--- src/design/hla_pkg.sv ---
// Shared types, codes and constant functions of the Hough line accumulator.
// Holds the beat structs, the control bundles and the fixed-point sine used
// to build the angle tables. Depends on nothing.
package hla_pkg;

  // Operation codes of an input beat.
  localparam logic OP_VOTE  = 1'b0;
  localparam logic OP_CLEAR = 1'b1;

  // Configuration register indexes.
  localparam logic [1:0] CFG_RHO_STEP     = 2'd0;
  localparam logic [1:0] CFG_TOLERANCE    = 2'd1;
  localparam logic [1:0] CFG_THRESHOLD    = 2'd2;
  localparam logic [1:0] CFG_MAX_DISTANCE = 2'd3;

  // Register reset values.
  localparam logic [9:0]  RHO_STEP_RST     = 10'd32;
  localparam logic [8:0]  TOLERANCE_RST    = 9'd15;
  localparam logic [11:0] THRESHOLD_RST    = 12'd100;
  localparam logic [10:0] MAX_DISTANCE_RST = 11'd1449;

  // Reciprocal of the bin width is kept as floor(2^RECIP_SHIFT / step).
  localparam int RECIP_SHIFT = 26;
  localparam int RECIP_BITS  = RECIP_SHIFT + 1;

  typedef struct packed {
    logic       operation;
    logic [9:0] row;
    logic [9:0] col;
    logic [7:0] pixel;
  } in_item_t;

  typedef struct packed {
    logic [9:0] rho_bin;
    logic [5:0] angle_index;
    logic       last;
  } out_item_t;

  typedef enum logic {
    KIND_VOTE,
    KIND_CLEAR
  } item_kind_t;

  // Entry of the queue between the front and the back.
  typedef struct packed {
    item_kind_t kind;
    logic [9:0] row;
    logic [9:0] col;
  } qitem_t;

  // Effective configuration as seen by the voting pipeline.
  typedef struct packed {
    logic [9:0]  step;
    logic [8:0]  tol;
    logic [11:0] thr;
    logic [14:0] limit;
  } cfg_t;

  typedef struct packed {
    logic [9:0] rho;
    logic [5:0] angle;
  } hit_t;

  typedef struct packed {
    logic ins;
    logic emit;
  } sort_ctl_t;

  typedef enum logic [2:0] {
    BK_IDLE,
    BK_CLEAR,
    BK_RUN,
    BK_DRAIN,
    BK_EMIT
  } back_state_t;

  // Sine of r/16384 of a quarter turn in Q1.15, Taylor series to x^11 in Q30.
  function automatic logic signed [16:0] quarter_sine(input longint r);
    longint x;
    longint x2;
    longint t3;
    longint t5;
    longint t7;
    longint t9;
    longint t11;
    longint s;
    longint q;
    x   = (r * 64'sd1686629713) >>> 14;
    x2  = (x * x) >>> 30;
    t3  = ((x * x2) >>> 30) / 6;
    t5  = ((t3 * x2) >>> 30) / 20;
    t7  = ((t5 * x2) >>> 30) / 42;
    t9  = ((t7 * x2) >>> 30) / 72;
    t11 = ((t9 * x2) >>> 30) / 110;
    s   = x - t3 + t5 - t7 + t9 - t11;
    if (s < 0) begin
      s = 0;
    end
    q = (s + 16384) >>> 15;
    if (q > 32768) begin
      q = 32768;
    end
    return 17'(q);
  endfunction

  // Sine of phase p in 1/65536 of a turn, Q1.15.
  function automatic logic signed [16:0] phase_sine(input longint p);
    longint quad;
    longint r;
    logic signed [16:0] v;
    quad = (p >>> 14) & 3;
    r    = p & 16383;
    if ((quad & 1) != 0) begin
      v = quarter_sine(16384 - r);
    end else begin
      v = quarter_sine(r);
    end
    return ((quad & 2) != 0) ? -v : v;
  endfunction

endpackage

--- src/design/hla_front.sv ---
// Front end of the Hough line accumulator: takes input beats, drops votes
// of zero pixels and queues clear and vote work in a two-entry queue.
// Depends on hla_pkg.
module hla_front (
  input  logic             clk,
  input  logic             rst_n,
  input  logic             in_valid,
  output logic             in_ready,
  input  hla_pkg::in_item_t in_data,
  output logic             q_valid,
  output hla_pkg::qitem_t  q_item,
  input  logic             q_pop
);
  import hla_pkg::*;

  qitem_t     slot_r [2];
  logic       wp_r;
  logic       rp_r;
  logic [1:0] cnt_r;
  logic       keep;
  logic       push;
  qitem_t     entry;

  // Classify the beat: a clear always enters, a vote only with a nonzero pixel.
  always_comb begin
    keep        = (in_data.operation == OP_CLEAR) || (in_data.pixel != 8'd0);
    entry.kind  = (in_data.operation == OP_CLEAR) ? KIND_CLEAR : KIND_VOTE;
    entry.row   = in_data.row;
    entry.col   = in_data.col;
  end

  assign in_ready = (cnt_r != 2'd2);
  assign push     = in_valid && in_ready && keep;
  assign q_valid  = (cnt_r != 2'd0);
  assign q_item   = slot_r[rp_r];

  // Queue pointers and fill count.
  always_ff @(posedge clk) begin
    if (!rst_n) begin
      wp_r  <= 1'b0;
      rp_r  <= 1'b0;
      cnt_r <= 2'd0;
    end else begin
      if (push) begin
        wp_r <= ~wp_r;
      end
      if (q_pop) begin
        rp_r <= ~rp_r;
      end
      if (push && !q_pop) begin
        cnt_r <= cnt_r + 2'd1;
      end else if (!push && q_pop) begin
        cnt_r <= cnt_r - 2'd1;
      end
    end
  end

  // Queue storage.
  always_ff @(posedge clk) begin
    if (push) begin
      slot_r[wp_r] <= entry;
    end
  end

endmodule

--- config.mk ---
export PLATFORM = sky130hd
export DESIGN_NAME = hla_front
export DESIGN_NICKNAME = d
export VERILOG_FILES = /design/src/design/hla_pkg.sv /design/src/design/hla_front.sv
export SDC_FILE = /design/constraint.sdc
export NUM_CORES = 1
export LEC_CHECK = 0
export ABC_AREA = 0
export BUFFER_PORTS_ARGS = -buffer_cell sky130_fd_sc_hd__buf_2
export CORE_UTILIZATION = 46
export DETAILED_ROUTE_END_ITERATION = 7
export PLACE_DENSITY = 0.73
export SYNTH_ARGS = -nofsm -noshare
export SYNTH_HDL_FRONTEND = slang
export SYNTH_SLANG_ARGS = --single-unit
--- constraint.sdc ---
create_clock -name clk -period 4.6 [get_ports clk]
set_clock_uncertainty 0.1 [all_clocks]
set_input_delay 0.69 -clock clk [delete_from_list [all_inputs] [get_ports clk]]
set_output_delay 0.69 -clock clk [all_outputs]
set_load 0.005 [all_outputs]
==> impl_metrics.yaml <==
timing:
  period_minus_slack_ns: 2.56
  fmaxAchievable_mhz: 391
  slew_viol_final: 0
  fin_crit_sh: 0.555
  finalSetupViolCount: 0
  setup-tns-final_ns: 0
  slew_headroom: 0.387
  hold_viol_final: 0
  fin_ws_ns: 2.04
  worstMarginPinSlew_ns: 0.919
  rsz0062_at_grt: "no"
route:
  drt_iter0_markers: 14
  ant_nets: 0
  via_per_inst: 4.81
  vias: 986
  avgRoutedWirePerCell_um: 13.5
  drt_wl_total_mm: 2.77
  dr.pass1.iters: 4
  drcViolationCount: 0
synthesis:
  synth_cell_types: 22
  synth_nets: 130
  syn-cell-area_um2: 1780
  synth-main-ff-cell: "edfxtp_1"
  synth_top_area_share: 0.709
  synth_area_per_cell_um2: 18.5
  synth_xor_area_frac: 0.0148
  yosys_register_bits: 47
  synth_simple_gate_area_frac: 0.0507
  synth_top_family_by_area: "multiplexers"
  synth_compound_area_frac: 0.0148
  ys_warn_count: 0
  ys_seq_area_frac: 0.766
  synthMuxAreaShare: 0.133
  yosys.area.top_type: "edfxtp_1"
  synthAdderAreaFrac: 0.00704
  synth_edf_count: 42
  synth_area_leaders: "edfxtp_1 (71%), mux2_2 (13%), dfxtp_1 (5.6%)"
  async_reset_ff_frac: 0
  syn_inst: 96
clocking:
  post_cts_buffers: 0
  cts_tree: "yes"
  clockBufferDepth: 2
  root_buffer: "clkbuf_8"
  cts_resized: 0
  clk_latency_ns: 0.28
  path_clk_slew_ns: 0.08
  cts_made_buffers: 5
  cts.htree.levels: 2
  hold_buffers: 0
  clock-sinks: 47
cells_and_area:
  syn2layout_area_growth_pct: 24.3
  n_antenna_cell: 0
  multi_input_area_um2: 392
  nets: 190
  layout_common_cells: "buf_2 (55), edfxtp_1 (42), mux2_2 (21), dfxtp_1 (5), clkbuf_8 (5)"
  fill_cells: 296
  final_common_cell: "buf_2"
  drive_above_1_share: 0.567
  regArea_um2: 1360
setup_path:
  worstPathMaxFanout: 21
  end_kind: "output pin"
  reg2regPathDepth: 4
  r2r-start: "cnt_r[0]"
  reg2reg_to: "slot_r[0][6]"
  critPathKind: "flop to output pin"
  required_ns: 3.81
  crit_arrival_ns: 1.77
  reg2reg_slack_ns: 2.67
  start_kind: "flop"
floorplanning:
  die_w_um: 64.2
  rows: 22
  die_h_um: 64.2
  dieArea_um2: 4120
  start_util: 0.482
  core_area_um2: 3690
  ios: 56
grt:
  grt.overflow.total: 0
  antenna_found_initial: 0
  grt_pass1_wl_mm: 4.46
  grt.total_usage: 0.147
  grt_start_max_net_pins: 22
  grt_pass1_vias: 1028
place:
  placement.io_buffers: 55
  dp_hpwl_mm: 1.94
  globalplace.congestion: 0.723
  pre_cts_ws_ns: 2.15
hold_path:
  min_path_type: "flop to flop"
  holdCritStartpoint: "rp_r"
  hold-path-cell-count: 2
  hold_path_end: "rp_r"
pwr:
  power_density_nw_per_um2: 431
  leakagePower_nw: 0.866
  ir_drop_v: 0.000301
flow_run:
  drv_cap: 0
status:
  status: "finished clean"
[cell type report]
| class | count | area share |
|---|---|---|
| flip-flops and latches | 47 | 0.616 |
| multi-input cells | 43 | 0.177 |
| repair buffers | 55 | 0.125 |
| clock buffers | 5 | 0.0311 |
| well taps | 48 | 0.0272 |
| clock inverters | 3 | 0.0175 |
| inverters | 4 | 0.00679 |
[logic make-up (layout without fill, tap and decap cells)]
family	count (synthesis)	in the layout
multiplexers	21	21
AND/OR/NAND/NOR	14	14
buffers and inverters	6	67
flip-flops	47	47
XOR/XNOR	3	3
adder cells (fa/ha/maj)	1	1
AO/OA/AOI/OAI	4	4
[per-layer routing]
| metal | track usage | wire length (um) | vias to the layer above |
|---|---|---|---|
| li1 | - | - | 481 |
| met1 | 0.163 | 1090 | 467 |
| met2 | 0.259 | 1480 | 36 |
| met3 | 0.0446 | 187 | 2 |
| met4 | 0.0667 | 13 | 0 |
| met5 | 0 | 0 | - |
[worst max path at each step]
stage,startpoint,endpoint
4_1_cts,flop,q_item[13]
2_1_floorplan,in_data[2],cnt_r[1]
6_report,flop,q_item[20]
3_3_place_gp,in_data[2],cnt_r[1]
3_5_place_dp,in_data[2],cnt_r[1]
5_1_grt,flop,q_item[20]
[critical path, stage by stage (launching register included)]
cell and delay [ns]:
dfxtp_1 0.93, mux2_2 0.42, buf_2 0.13
[stage by stage]
stage / std cells / area [um^2] / hold WS [ns] / total power [mW] / utilization
after detailed placement: 197 / 2100 / 0.404 / 0.686 / 0.570
after floorplan: 96 / 1780 / 0.380 / 0.621 / -
after global routing: 205 / 2210 / 0.472 / 0.998 / 0.599
after global placement: 197 / 2100 / 0.397 / 0.678 / 0.570
after CTS: 205 / 2210 / 0.429 / 0.964 / 0.599
final: 205 / 2210 / 0.427 / 0.954 / 0.599
[sequential cells by signal, indices dropped and copies added, names as in the netlist, named ones only]
name and count:
slot_r 42, wp_r 1, cnt_r 2, rp_r 1
[cells in the mapped netlist, drive strengths merged, types with 2 or more instances]
master and instances:
xor2 2, buf 2, inv 4, mux2 21
a21oi 2, edfxtp 42, and2 2, dfxtp 5
nor2 4, nand3 2
[where the power goes]
group	switching (mW)	internal (mW)	leakage, nW
combinational	0.0624	0.0740	0.377
clock	0.122	0.159	0.0556
sequential	0.0210	0.516	0.434
total	0.205	0.749	0.866
Note: power is estimated with default switching activity, not from simulation.
