--- src/design/hla_pkg.sv ---
// Shared types, codes and constant functions of the Hough line accumulator.
// Holds the beat structs, the control bundles and the fixed-point sine used
// to build the angle tables. Depends on nothing.
package hla_pkg;

  // Operation codes of an input beat.
  localparam logic OP_VOTE  = 1'b0;
  localparam logic OP_CLEAR = 1'b1;

  // Configuration register indexes.
  localparam logic [1:0] CFG_RHO_STEP     = 2'd0;
  localparam logic [1:0] CFG_TOLERANCE    = 2'd1;
  localparam logic [1:0] CFG_THRESHOLD    = 2'd2;
  localparam logic [1:0] CFG_MAX_DISTANCE = 2'd3;

  // Register reset values.
  localparam logic [9:0]  RHO_STEP_RST     = 10'd32;
  localparam logic [8:0]  TOLERANCE_RST    = 9'd15;
  localparam logic [11:0] THRESHOLD_RST    = 12'd100;
  localparam logic [10:0] MAX_DISTANCE_RST = 11'd1449;

  // Reciprocal of the bin width is kept as floor(2^RECIP_SHIFT / step).
  localparam int RECIP_SHIFT = 26;
  localparam int RECIP_BITS  = RECIP_SHIFT + 1;

  typedef struct packed {
    logic       operation;
    logic [9:0] row;
    logic [9:0] col;
    logic [7:0] pixel;
  } in_item_t;

  typedef struct packed {
    logic [9:0] rho_bin;
    logic [5:0] angle_index;
    logic       last;
  } out_item_t;

  typedef enum logic {
    KIND_VOTE,
    KIND_CLEAR
  } item_kind_t;

  // Entry of the queue between the front and the back.
  typedef struct packed {
    item_kind_t kind;
    logic [9:0] row;
    logic [9:0] col;
  } qitem_t;

  // Effective configuration as seen by the voting pipeline.
  typedef struct packed {
    logic [9:0]  step;
    logic [8:0]  tol;
    logic [11:0] thr;
    logic [14:0] limit;
  } cfg_t;

  typedef struct packed {
    logic [9:0] rho;
    logic [5:0] angle;
  } hit_t;

  typedef struct packed {
    logic ins;
    logic emit;
  } sort_ctl_t;

  typedef enum logic [2:0] {
    BK_IDLE,
    BK_CLEAR,
    BK_RUN,
    BK_DRAIN,
    BK_EMIT
  } back_state_t;

  // Sine of r/16384 of a quarter turn in Q1.15, Taylor series to x^11 in Q30.
  function automatic logic signed [16:0] quarter_sine(input longint r);
    longint x;
    longint x2;
    longint t3;
    longint t5;
    longint t7;
    longint t9;
    longint t11;
    longint s;
    longint q;
    x   = (r * 64'sd1686629713) >>> 14;
    x2  = (x * x) >>> 30;
    t3  = ((x * x2) >>> 30) / 6;
    t5  = ((t3 * x2) >>> 30) / 20;
    t7  = ((t5 * x2) >>> 30) / 42;
    t9  = ((t7 * x2) >>> 30) / 72;
    t11 = ((t9 * x2) >>> 30) / 110;
    s   = x - t3 + t5 - t7 + t9 - t11;
    if (s < 0) begin
      s = 0;
    end
    q = (s + 16384) >>> 15;
    if (q > 32768) begin
      q = 32768;
    end
    return 17'(q);
  endfunction

  // Sine of phase p in 1/65536 of a turn, Q1.15.
  function automatic logic signed [16:0] phase_sine(input longint p);
    longint quad;
    longint r;
    logic signed [16:0] v;
    quad = (p >>> 14) & 3;
    r    = p & 16383;
    if ((quad & 1) != 0) begin
      v = quarter_sine(16384 - r);
    end else begin
      v = quarter_sine(r);
    end
    return ((quad & 2) != 0) ? -v : v;
  endfunction

endpackage

--- src/design/hla_recip.sv ---
// Bit-serial reciprocal of the bin width for the Hough line accumulator.
// Produces floor(2^RECIP_SHIFT / step), one quotient bit per cycle.
// Depends on hla_pkg.
module hla_recip (
  input  logic                              clk,
  input  logic                              rst_n,
  input  logic                              start,
  input  logic [9:0]                        step,
  output logic                              busy,
  output logic [hla_pkg::RECIP_BITS-1:0]    recip
);
  import hla_pkg::*;

  localparam logic [4:0] TOP_BIT = 5'(RECIP_SHIFT);

  logic                  busy_r;
  logic [4:0]            bit_r;
  logic [9:0]            rem_r;
  logic [RECIP_BITS-1:0] quo_r;
  logic [10:0]           trial;
  logic                  fits;

  // Restoring division of a single set bit by the step.
  always_comb begin
    trial = {rem_r, (bit_r == TOP_BIT)};
    fits  = (trial >= {1'b0, step});
  end

  always_ff @(posedge clk) begin
    if (!rst_n || start) begin
      busy_r <= 1'b1;
      bit_r  <= TOP_BIT;
      rem_r  <= 10'd0;
    end else if (busy_r) begin
      rem_r <= fits ? 10'(trial - {1'b0, step}) : trial[9:0];
      bit_r <= bit_r - 5'd1;
      if (bit_r == 5'd0) begin
        busy_r <= 1'b0;
      end
    end
  end

  // Quotient shift register.
  always_ff @(posedge clk) begin
    if (busy_r) begin
      quo_r <= {quo_r[RECIP_BITS-2:0], fits};
    end
  end

  assign busy  = busy_r;
  assign recip = quo_r;

endmodule

--- config.mk ---
export PLATFORM = sky130hd
export DESIGN_NAME = hla_recip
export DESIGN_NICKNAME = d
export VERILOG_FILES = /design/src/design/hla_pkg.sv /design/src/design/hla_recip.sv
export SDC_FILE = /design/constraint.sdc
export NUM_CORES = 1
export LEC_CHECK = 0
export BUFFER_PORTS_ARGS = -buffer_cell sky130_fd_sc_hd__buf_2
export CORE_ASPECT_RATIO = 1.75
export CORE_UTILIZATION = 54
export CTS_CLUSTER_DIAMETER = 100
export DETAILED_ROUTE_END_ITERATION = 7
export PLACE_DENSITY = 0.87
export RECOVER_POWER = 100
export SLEW_MARGIN = 20
export SYNTH_ARGS = -nofsm -noshare
export SYNTH_HDL_FRONTEND = slang
export SYNTH_SLANG_ARGS = --single-unit
export TNS_END_PERCENT = 20
--- constraint.sdc ---
create_clock -name clk -period 3.1 [get_ports clk]
set_input_delay 0.155 -clock clk [delete_from_list [all_inputs] [get_ports clk]]
set_output_delay 0.155 -clock clk [all_outputs]
set_load 0.01 [all_outputs]
==> impl_results.md <==
- Reg2Reg Setup Slack: 0.70 ns
- Core ar.: 3628 um^2
- Worst Tran Pin Value: 1.156 ns
- IO Port Bufs: 40
- Final Cell Area: 2341 um^2
- Worst reg2reg endpoint: rem_r[9]
- First-pass GRT wire length: 6.624 mm
- Path depth of the worst reg2reg path: 10
- Crit path kind: flop to flop
- Combinational share of power: 8.1%
- Cells after Synth: 177
- GPL Wtd Cong: 0.8075
- Switching power: 0.0002542 W
- Hold WC Path Type: input pin to flop
- Seq/Total Area, Yosys: 55.09%
- P_int: 0.0008076 W
- Vias in the first global route: 1447
- Post-CTS Setup Inserts: 0
- Clock slew at reported path FFs: 0.08 ns
- Syn. warnings: 0
- Fmax: 416.2 MHz
- Cell type with the largest total area after synthesis: edfxtp_1
- I/O pin count: 41
- Final Skew: 0.003262 ns
- Crit path DAT: 2.60 ns
- Drt first pass iters: 4
- Ant diodes: 0
- Synthesized area: 2053 um^2
- Seq pwr share: 57.7%
- CP endpoint: rem_r[9]
- Fin nets: 248
- Die extent in x: 48.61 um
- Final hold violations: 0
- Vias: 1521
- Cts-stage hold buffer count: 0
- Die Area: 4062 um^2
- Setup crit start kind: flop
- CTS tree: yes
- Final Non-Filler Cells: 269
- Status: finished clean
- Sw Share: 23.94%
- Pre-CTS setup slack: 0.7349 ns
- Clk sink count: 43
- Clock latency on the worst-skew pair: 0.30 ns
- Worst r2r src: bit_r[0]
- Commonest cells after routing, fill and taps aside: 29 x clkbuf_1, 27 x edfxtp_1, 16 x nand2_1, 16 x dfxtp_1, 15 x o21ai_0
- CTS Root Cell: clkbuf_8
- Dpl hpwl: 2.991 mm
- Req. time, crit path: 3.30 ns
- Core Rows: 29
- Critical Path Source: bit_r[0]
- Remaining antenna violation count: 0
- DRC: 0
- Dominant cells by area after synthesis: edfxtp_1 39%, dfxtp_1 16%, ha_1 7.3%, o21ai_0 3.2%, mux2i_1 2.9%
- Slack of the critical path: 0.6972 ns
- Fin crit period: 2.403 ns
- Syn Nets: 203
- Starting density of the core: 56.59%
- Power per cell area: 453.5 nW/um^2
- Share of the synthesized area in the top cell type: 39.49%
- Hold path startpoint: rst_n
- Slew Viols, Final: 0
- Final setup violation count: 0
- Global route overflow: 0
- Largest net degree at the start of global routing: 28
- Placed Area: 2300 um^2
- Fin util: 64.52%
- Drt initial violations: 39
- Worst-path maximum fanout: 3
- Vias per cell: 5.654
- Slew headroom: 22.97%
- TNS Setup: 0 ns
- Clock Power Share: 34.2%
- Area grow syn2layout: 14.02%
- Post-synth cell types: 43
- # H-tree levels: 2
- Peak VDD IR: 415.5 uV
- Total CTS buffers: 5
- Post-CTS sizing: 0
- RSZ-0062 raised after global routing: false
- Crit path capture type: flop
- Avg WL per Cell: 15.02 um
- #FFs+latches synth: 43
- Tot GR Track Use: 21.45%
- Placed cells: 261
- CTS max path bufs: 2
- Max Cap Violations: 0
- Initial antenna violation count: 0
- Leakage: 0.9804 nW
- Commonest non-fill, non-tap cell in the layout: clkbuf_1
- Layout cell share with drive strength beyond 1: 13.00%
- Final Cycle Share: 77.51%
- Die Y-Extent: 83.57 um
- Syn Area/Cell: 11.60 um^2
- WL final: 4.041 mm
[cells by family after synthesis]
| group | Yosys count | synth area share (%) |
|---|---|---|
| AND/OR/NAND/NOR | 49 | 12.74 |
| multiplexers | 8 | 4.205 |
| buffers and inverters | 16 | 3.534 |
| flip-flops | 43 | 55.09 |
| AO/OA/AOI/OAI | 39 | 12.31 |
| adder cells (fa/ha/maj) | 13 | 8.287 |
| XOR/XNOR | 9 | 3.839 |
[Yosys cell counts, drive strengths merged]
master   instances
o211a            1
buf              3
xnor2            6
a32o             1
a2111oi          1
xor2             3
a211o            1
clkbuf           1
dfxtp           16
a21oi           12
nand4            2
nor3b            1
nor3             5
o21a             3
o22ai            1
or3              2
and3             1
nand2           16
mux2             2
nor2b            3
mux2i            6
ha              12
o21ai           15
inv             12
nand4b           1
o31ai            1
o221ai           1
o31a             1
fa               1
nand2b           7
o2bb2ai          1
and2             1
nor2             8
nand3            2
edfxtp          27
[area by class of cell]
| class | count | area, um^2 |
|---|---|---|
| timing repair buffer | 42 | 176.4 |
| tap | 46 | 57.56 |
| fill | 321 | 1287 |
| multi-input combinational | 118 | 838.3 |
| sequential | 43 | 1131 |
| clock inverter | 3 | 23.77 |
| inverter | 12 | 45.04 |
| clock buffer | 5 | 68.82 |
[through the flow]
step                      power [W]  hold WS [ns]
after floorplan           0.0006887        0.3530
after global placement    0.0007103        0.4273
after detailed placement  0.0007133        0.4351
after CTS                  0.001070        0.2060
after global routing       0.001106        0.2235
final                      0.001062        0.2062
[flip-flops by register name, summed over array words and instances, names as in the netlist]
name / cells
bit_r: 5
rem_r: 10
recip: 27
busy: 1
[power groups by stage]
stage	registers, W	clock network [W]	logic [W]
finish	0.000613	0.000363	0.0000862
global route	0.000614	0.000395	0.0000969
CTS	0.000613	0.000368	0.0000890
detailed placement	0.000626	0	0.0000874
global placement	0.000625	0	0.0000850
floorplan	0.000626	0	0.0000628
[worst max-delay path, cell delays in order, from the launching register on]
cell      delay, ns
dfxtp_1        0.39
inv_1          0.08
ha_1           0.19
nand4b_1       0.11
ha_1           0.20
nor2b_1        0.07
o31a_1         0.28
nor2b_1        0.25
o21ai_0        0.15
or3_1          0.32
a32o_1         0.26
[how the worst min path moves through the flow]
stage	endpoint	slack (ns)	depth (start not counted)
3_5_place_dp	recip[17]	0.44	0
3_3_place_gp	recip[16]	0.43	0
5_1_grt	bit_r[3]	0.22	3
6_report	bit_r[2]	0.21	3
2_1_floorplan	rem_r[7]	0.35	2
4_1_cts	bit_r[2]	0.21	3
[routing by layer]
metal	part of all wire, %	track usage, %	vias up
li1	-	-	727
met1	41	24.52	748
met2	54	38.26	38
met3	3.8	3.279	8
met4	1.7	9.893	0
met5	0	0	-
(Power assumes the default switching activity.)
